--- config.mk ---
export PLATFORM = sky130hd
export DESIGN_NAME = hsc_back
export DESIGN_NICKNAME = d
export VERILOG_FILES = /design/src/hsc_pkg.sv /design/src/hsc_back.sv
export SDC_FILE = /design/constraint.sdc
export NUM_CORES = 1
export LEC_CHECK = 0
export BUFFER_PORTS_ARGS = -buffer_cell sky130_fd_sc_hd__buf_2
export CORE_ASPECT_RATIO = 1.5
export CORE_MARGIN = 8
export CORE_UTILIZATION = 55
export DETAILED_ROUTE_END_ITERATION = 10
export GPL_ROUTABILITY_DRIVEN = 1
export PLACE_DENSITY = 0.77
export SYNTH_ARGS = -nofsm -noshare
export SYNTH_HDL_FRONTEND = slang
export SYNTH_SLANG_ARGS = --single-unit
--- constraint.sdc ---
create_clock -name clk -period 5.61 [get_ports clk]
set_input_delay 1.122 -clock clk [delete_from_list [all_inputs] [get_ports clk]]
set_output_delay 1.122 -clock clk [all_outputs]
set_load 0.02 [all_outputs]
--- src/hsc_pkg.sv ---
// Shared types and constants for the host name syntax checker.
`timescale 1ns / 1ps
`default_nettype none
package hsc_pkg;

    // Greatest name length limit ever applied, whatever the register holds.
    localparam logic [9:0] LENGTH_BOUND = 10'd255;
    localparam logic [6:0] LABEL_MAX    = 7'd63;
    localparam logic [8:0] NAME_SAT     = 9'd256;
    localparam int         FIFO_DEPTH   = 4;

    localparam logic [7:0] CHAR_DOT    = 8'h2e;
    localparam logic [7:0] CHAR_HYPHEN = 8'h2d;

    typedef enum logic [2:0] {
        REASON_OK           = 3'd0,
        REASON_EMPTY        = 3'd1,
        REASON_TOO_LONG     = 3'd2,
        REASON_BAD_CHAR     = 3'd3,
        REASON_EMPTY_LABEL  = 3'd4,
        REASON_EDGE_HYPHEN  = 3'd5,
        REASON_LONG_LABEL   = 3'd6,
        REASON_TRAILING_DOT = 3'd7
    } reason_t;

    typedef enum logic [2:0] {
        CLS_NONE   = 3'd0,
        CLS_DOT    = 3'd1,
        CLS_HYPHEN = 3'd2,
        CLS_LABEL  = 3'd3,
        CLS_BAD    = 3'd4
    } char_class_t;

    typedef struct packed {
        logic [7:0] char_code;
        logic       has_char;
        logic       is_last;
    } item_t;

    typedef struct packed {
        logic       name_ok;
        logic [2:0] fail_reason;
        logic [8:0] name_length;
    } result_t;

    // Classified item passed from front to back through the queue.
    typedef struct packed {
        char_class_t cls;
        logic        is_last;
    } entry_t;

endpackage
`default_nettype wire

--- src/hsc_back.sv ---
// Back end: label and length rules, verdict and result register.
`timescale 1ns / 1ps
`default_nettype none
module hsc_back (
    input  wire logic            clk,
    input  wire logic            rst_n,
    input  wire logic [7:0]      max_length,
    input  wire logic            q_not_empty,
    input  wire hsc_pkg::entry_t q_head,
    output logic                 q_pop,
    output logic                 result_valid,
    input  wire logic            result_ready,
    output hsc_pkg::result_t     result
);
    import hsc_pkg::*;

    logic [8:0] chars_seen_reg, chars_seen_next;
    logic [6:0] label_chars_reg, label_chars_next;
    logic       prev_hyphen_reg, prev_hyphen_next;
    reason_t    first_fault_reg, first_fault_next;
    logic       result_valid_reg, result_valid_next;
    result_t    result_reg, result_next;

    // Updated name state after the head item's character.
    logic [8:0] seen_upd;
    logic [6:0] label_upd;
    logic       hyph_upd;
    reason_t    fault_upd;
    reason_t    verdict;
    logic [9:0] limit;
    logic [6:0] label_inc;
    logic       out_free;

    assign out_free = !result_valid_reg || result_ready;
    assign q_pop    = q_not_empty && (!q_head.is_last || out_free);
    assign limit    = ({2'b00, max_length} > LENGTH_BOUND) ? LENGTH_BOUND
                                                           : {2'b00, max_length};
    assign label_inc = label_chars_reg + 1'b1;

    always_comb
    begin
        seen_upd  = chars_seen_reg;
        label_upd = label_chars_reg;
        hyph_upd  = prev_hyphen_reg;
        fault_upd = first_fault_reg;
        if (q_head.cls != CLS_NONE)
        begin
            if (chars_seen_reg != NAME_SAT)
                seen_upd = chars_seen_reg + 1'b1;
            if (first_fault_reg == REASON_OK)
            begin
                hyph_upd = (q_head.cls == CLS_HYPHEN);
                case (q_head.cls)
                    CLS_DOT:
                    begin
                        if (label_chars_reg == '0)
                            fault_upd = REASON_EMPTY_LABEL;
                        else if (prev_hyphen_reg)
                            fault_upd = REASON_EDGE_HYPHEN;
                        else
                            label_upd = '0;
                    end
                    CLS_BAD:
                        fault_upd = REASON_BAD_CHAR;
                    CLS_HYPHEN, CLS_LABEL:
                    begin
                        if (label_chars_reg == '0 && q_head.cls == CLS_HYPHEN)
                            fault_upd = REASON_EDGE_HYPHEN;
                        else
                        begin
                            label_upd = label_inc;
                            if (label_inc > LABEL_MAX)
                                fault_upd = REASON_LONG_LABEL;
                        end
                    end
                    default:
                        fault_upd = first_fault_reg;
                endcase
            end
        end
    end

    always_comb
    begin
        if (seen_upd == '0)
            verdict = REASON_EMPTY;
        else if ({1'b0, seen_upd} > limit)
            verdict = REASON_TOO_LONG;
        else if (fault_upd != REASON_OK)
            verdict = fault_upd;
        else if (label_upd == '0)
            verdict = REASON_TRAILING_DOT;
        else if (hyph_upd)
            verdict = REASON_EDGE_HYPHEN;
        else
            verdict = REASON_OK;
    end

    always_comb
    begin
        chars_seen_next   = chars_seen_reg;
        label_chars_next  = label_chars_reg;
        prev_hyphen_next  = prev_hyphen_reg;
        first_fault_next  = first_fault_reg;
        result_next       = result_reg;
        result_valid_next = result_valid_reg && !result_ready;
        if (q_pop)
        begin
            if (q_head.is_last)
            begin
                chars_seen_next         = '0;
                label_chars_next        = '0;
                prev_hyphen_next        = 1'b0;
                first_fault_next        = REASON_OK;
                result_valid_next       = 1'b1;
                result_next.name_ok     = (verdict == REASON_OK);
                result_next.fail_reason = verdict;
                result_next.name_length = seen_upd;
            end
            else
            begin
                chars_seen_next  = seen_upd;
                label_chars_next = label_upd;
                prev_hyphen_next = hyph_upd;
                first_fault_next = fault_upd;
            end
        end
    end

    always_ff @(posedge clk or negedge rst_n)
    begin
        if (!rst_n)
        begin
            chars_seen_reg   <= '0;
            label_chars_reg  <= '0;
            prev_hyphen_reg  <= 1'b0;
            first_fault_reg  <= REASON_OK;
            result_valid_reg <= 1'b0;
        end
        else
        begin
            chars_seen_reg   <= chars_seen_next;
            label_chars_reg  <= label_chars_next;
            prev_hyphen_reg  <= prev_hyphen_next;
            first_fault_reg  <= first_fault_next;
            result_valid_reg <= result_valid_next;
        end
    end

    always_ff @(posedge clk)
    begin
        result_reg <= result_next;
    end

    assign result_valid = result_valid_reg;
    assign result       = result_reg;

    a_label_bound: assert property (@(posedge clk) disable iff (!rst_n)
        label_chars_reg <= (LABEL_MAX + 7'd1))
        else $error("label count past saturation point");
    a_seen_bound: assert property (@(posedge clk) disable iff (!rst_n)
        chars_seen_reg <= NAME_SAT)
        else $error("name count past saturation");
    a_clear_after_end: assert property (@(posedge clk) disable iff (!rst_n)
        (q_pop && q_head.is_last) |=> (chars_seen_reg == '0 && result_valid_reg))
        else $error("name state not cleared after end item");

endmodule
`default_nettype wire

-- Yosys cells after proc, flatten, opt, wreduce, memory -nomap -nowiden
Index checks and enable logic that the tools add are counted.
- magnitude comparators: 2
- add/sub/neg operators: 2
- reductions and logical operators: 17
- multiplexer cells: 28
- equality and inequality tests: 5
- operators with widths (cell ; number):
    two-way mux 7 bit ; 6
    two-way mux 3 bit ; 12
    two-way mux 9 bit ; 3
    logical NOT 7 bit ; 2
    case mux 7 bit (2 select lines) ; 1
    adder 9 x 1 -> 9 bit (second input constant) ; 1
    > comparator 9 x 8 -> 1 bit ; 1
    logical NOT 9 bit ; 1
    != test 9 bit (second input constant) ; 1
    case mux 3 bit (3 select lines) ; 1
    adder 7 x 1 -> 7 bit (second input constant) ; 1
    > comparator 7 x 6 -> 1 bit (second input constant) ; 1
    equality test 3 x 2 -> 1 bit (second input constant) ; 2
    logical NOT 3 bit ; 2
    nonzero test 3 bit ; 2
    two-way mux 1 bit ; 5
    equality test 3 x 1 -> 1 bit (second input constant) ; 1
    equality test 3 bit (second input constant) ; 1
    logical AND 1 bit ; 3
    logical NOT 1 bit ; 3
    logical OR 1 bit ; 2
    AND reduction 2 bit ; 1
    OR reduction 2 bit ; 1
- logic and storage cells: 62
- bits in registers: 34
- input port bits: 16

-- Longest topological paths before layout
- word-level depth: 12
- gate-level depth with buffers: 15
- depth with buffers taken out: 15

-- Worst setup path before layout
Ideal clock, no wire load.
- path type: in2reg
- start: input port q_head[2] (netlist name)
- end: register result_reg, in the netlist result[10] (data pin)
- buffers on the path: 1
- setup time: 264 ps
- arrival time: 3564 ps
- cell stages on the path: 13
- setup slack: 1783 ps
- cells stage by stage: buf_2 > nor3_2 > a21oi_2 > nand4_2 > nor2_1 > xor2_1 > ha_1 > o21a_1 > o211ai_1 > a211o_1 > o211ai_1 > a2111o_1 > o41a_1
- elaborated cells between the ends (all ways): 24
- those cells by class: order compare (1); eq/ne (4); mux (13); reduce/logical (6)
- RTL lines (item ; RTL line ; source):
    start: declaration ; hsc_back.sv:9 ; input wire hsc_pkg::entry_t q_head,
    nonzero test 3 bit * ; hsc_back.sv:46 ; if (q_head.cls != CLS_NONE)
    two-way mux 9 bit * ; hsc_back.sv:46 ;
    named net seen_upd[5] ; hsc_back.sv:25 ; logic [8:0] seen_upd;
    > comparator 9 x 8 -> 1 bit ; hsc_back.sv:87 ; else if ({1'b0, seen_upd} > limit)
    two-way mux 3 bit ; hsc_back.sv:87 ;
    two-way mux 3 bit * ; hsc_back.sv:85 ; if (seen_upd == '0)
    named net verdict[1] ; hsc_back.sv:29 ; reason_t verdict;
    end signal: assignment ; hsc_back.sv:152 ; result_reg <= result_next;
    end: declaration ; hsc_back.sv:22 ; result_t result_reg, result_next;
Mark *: on every way through the listed nets, which the timed path passes. The rest lies on a longest branch.
A chain may end at the register's enable or synchronous reset.

-- Worst setup path after layout
Ends and elaborated chain as after synthesis.

==> summary.md <==
| Metric | Value |
|---|---|
| Status | completed |
| Worst r2r src | chars_seen_reg[0] |
| Setup Fix Bufs, Post-CTS | 0 |
| Post-Layout Cell Count | 325 |
| Avg WL per Cell | 17.7 um |
| Seq pwr share | 42.2% |
| CTS tree | yes |
| Final wirelength | 5750 um |
| Via density | 6.14 |
| Number of synthesized flops with an enable pin | 13 |
| Post-synth top flop | dfrtp_1 |
| Worst-skew pair later-pin latency | 300 ps |
| Pre-antenna DRT Iters | 4 |
| Max-slew violations | 0 |
| RSZ-0062 raised after global routing | false |
| Hold path startpoint | chars_seen_reg[8] |
| DP HPWL | 4240 um |
| CP top delay family | compound AO/OA/AOI/OAI gates |
| Boundary Pins | 31 |
| Combinational power share | 24.8% |
| Post-route DRC | 0 |
| Total number of vias | 1,994 |
| Flip-flop count of the largest register after layout | 13 |
| Slowest stage cell, crit path | xor2_1 |
| Vias in the first global route | 2,090 |
| Initial DRC Count | 156 |
| Initial antenna violation count | 0 |
| Yosys warning total | 0 |
| Starting density of the core | 56.6% |
| Psw | 0.215 mW |
| Max Clk Rate | 247 MHz |
| Crit start category | input pin |
| DIE WIDTH | 69.5 um |
| H-tree lvl count | 2 |
| Gpl congestion | 0.868 |
| Share of layout cells above drive strength 1 | 19.4% |
| Worst setup startpoint | q_head[2] |
| Reg clk slew, reported paths | 70 ps |
| Max-slew headroom | 58.3% |
| CTS-repair resized insts | 0 |
| Worst IR Drop VDD | 295 uV |
| Register area share after synthesis | 38.8% |
| Nets | 307 |
| Root buf cell | clkbuf_8 |
| Largest stage delay on the critical path | 450 ps |
| Number of cell rows | 29 |
| Worst min path class | flip-flop to flip-flop |
| Worst-path fanout max | 17 |
| Largest net degree at the start of global routing | 22 |
| Critical path type | input pin to flip-flop |
| CTS Buffer Depth | 2 |
| Mean area per synthesized cell | 9.40 um^2 |
| PortBufs | 30 |
| Placed Area | 0.00251 mm^2 |
| Crit path time final | 4050 ps |
| Final Util | 62.9% |
| Skew final | 5.56 ps |
| Crit. End Element | flip-flop |
| Pint | 0.481 mW |
| Seq cells post-synth | 34 |
| Tcrit/Tclk final | 72.2% |
| Asr flop ratio synth | 61.8% |
| Number of max-cap violations | 0 |
| Buf/Inv on CP | 1 |
| Critical path required time | 5660 ps |
| Synthesized net count | 280 |
| CP arrival | 4100 ps |
| Synth Cell Area | 0.00236 mm^2 |
| Crit path top cell by count | o211ai_1 |
| Leak pwr | 1.18 nW |
| GRT Total Usage | 18.1% |
| Setup Viol. Count Final | 0 |
| CTS Buf Count | 5 |
| Clk pwr share | 32.9% |
| Die Footprint | 0.00669 mm^2 |
| DRT antenna net count | 0 |
| Total grt overflow | 0 |
| Area growth syn-to-layout | 11.3% |
| Hold-fix buffers at CTS | 0 |
| Least-Margin Pin Slew | 623 ps |
| Count of cell types in the netlist | 64 |
| DIE HEIGHT | 96.2 um |
| PD cells | 265 mW/mm^2 |
| Final Hold Viols | 0 |
| Synthesized instance count | 251 |
| Setup_tns | 0 ps |
| Final Cell Area | 0.00263 mm^2 |
| Clk sinks | 34 |
| CP cell instances | buf_2, nor3_2, a21oi_2, nand4_2, nor2_1, xor2_1, ha_1, o21a_1, o211ai_1, a211o_1, o211ai_1, a2111o_1, o41a_1 |
| ANT cells | 0 |
| Switching power share of the total | 30.9% |
| First-pass GRT wire length | 9920 um |
| Core ar. | 0.00417 mm^2 |
| Dpl cells | 317 |
==> cells in the mapped netlist, types with 2 or more instances <==
master / n / area, um^2
a22o_1: 5 / 43.8
o31ai_1: 6 / 45.0
nand2b_1: 2 / 12.5
o41ai_1: 2 / 17.5
o21ai_0: 16 / 80.1
o22ai_1: 2 / 12.5
clkbuf_1: 3 / 11.3
nor4b_2: 2 / 30.0
nor3_2: 2 / 20.0
o21a_1: 3 / 22.5
a21oi_1: 9 / 45.0
nand4_1: 6 / 37.5
or3_1: 3 / 18.8
nand3_1: 7 / 35.0
inv_1: 20 / 75.1
dfrtp_1: 21 / 526
ha_1: 13 / 163
nor3b_1: 3 / 22.5
o21ai_1: 3 / 15.0
nor2_1: 16 / 60.1
edfxtp_1: 13 / 390
nor3_1: 5 / 25.0
nor2_2: 2 / 12.5
xnor2_1: 5 / 43.8
a31oi_1: 2 / 12.5
a21o_1: 4 / 30.0
nand2_1: 23 / 86.3
nor2b_1: 4 / 25.0
buf_2: 5 / 25.0
a211oi_2: 2 / 25.0
and3_1: 2 / 12.5
xor2_1: 5 / 43.8
o211ai_1: 4 / 30.0
==> cell type report <==
cell class	instances	area, um^2
well taps	46	57.6
clock inverters	3	45.0
clock buffers	5	68.8
repair buffers	30	150
inverters	21	78.8
multi-input cells	186	1310
fillers	360	1550
flip-flops and latches	34	916
==> routing by layer <==
metal	GRT usage, %	vias up	part of all wire [%]
met5	0	-	0
met4	10.6	0	3.5
met3	4.02	15	3.8
met2	33.5	39	54
met1	18.5	963	39
li1	-	977	-
==> tightest hold or removal path, stage by stage, from the launching register on <==
cell and delay [ps]:
dfrtp_1 380, nand2_1 50, o21ai_0 60
==> layout by cell type (no fill, tap or decap), types with 2 or more instances in the layout <==
cell | netlist | final
a22o_1 | 5 | 5
dfrtp_1 | 21 | 21
nor4b_2 | 2 | 2
edfxtp_1 | 13 | 13
a31oi_1 | 2 | 2
nand4_1 | 6 | 6
and3_1 | 2 | 2
o21ai_0 | 16 | 16
nor2b_1 | 4 | 4
o41ai_1 | 2 | 2
o211ai_1 | 4 | 4
nor2_2 | 2 | 2
o21a_1 | 3 | 3
xor2_1 | 5 | 5
buf_2 | 5 | 30
o22ai_1 | 2 | 2
nor3_1 | 5 | 5
nand2b_1 | 2 | 2
nor2_1 | 16 | 16
ha_1 | 13 | 13
inv_1 | 20 | 20
a21o_1 | 4 | 4
a211oi_2 | 2 | 2
nor3_2 | 2 | 2
a21oi_1 | 9 | 9
o21ai_1 | 3 | 3
xnor2_1 | 5 | 5
or3_1 | 3 | 3
clkinvlp_4 | 0 | 2
nand2_1 | 23 | 23
o31ai_1 | 6 | 6
clkbuf_8 | 0 | 5
nand3_1 | 7 | 7
nor3b_1 | 3 | 3
==> cells by family after synthesis <==
family,after synthesis,synth area share [%]
and+or+nand+nor,90,22.7
AOI/OAI and AO/OA,73,22.2
DFF,34,38.8
buffers and inverters,31,5.67
adders and majority gates,13,6.89
xor gates and xnor gates,10,3.71
==> power groups by stage <==
stage / Combinational [mW] / Clock [mW] / Sequential (mW)
detailed placement: 0.172 / 0 / 0.299
global placement: 0.169 / 0 / 0.298
finish: 0.173 / 0.229 / 0.294
floorplan: 0.118 / 0 / 0.306
CTS: 0.174 / 0.233 / 0.294
global route: 0.194 / 0.240 / 0.297
==> metrics by stage <==
step / worst slack [ps] / total power, mW / hold WS (ps)
after floorplan: 1780 / 0.424 / 482
after global placement: 1430 / 0.467 / 510
after detailed placement: 1320 / 0.471 / 513
after CTS: 1570 / 0.701 / 531
after global routing: 1320 / 0.731 / 567
final: 1560 / 0.696 / 535
==> worst paths after layout <==
check | end | slack (ps) | depth (start not counted)
worst max register to register | result[10] | 1870 | 14
max in group asynchronous | chars_seen_reg[1] | 4500 | 1
worst min-delay path | chars_seen_reg[8] | 530 | 2
worst min register to register | chars_seen_reg[8] | 530 | 2
worst max-delay path | result[10] | 1560 | 13
min in group asynchronous | label_chars_reg[4] | 780 | 1
Power figures use the tool's default switching activity.
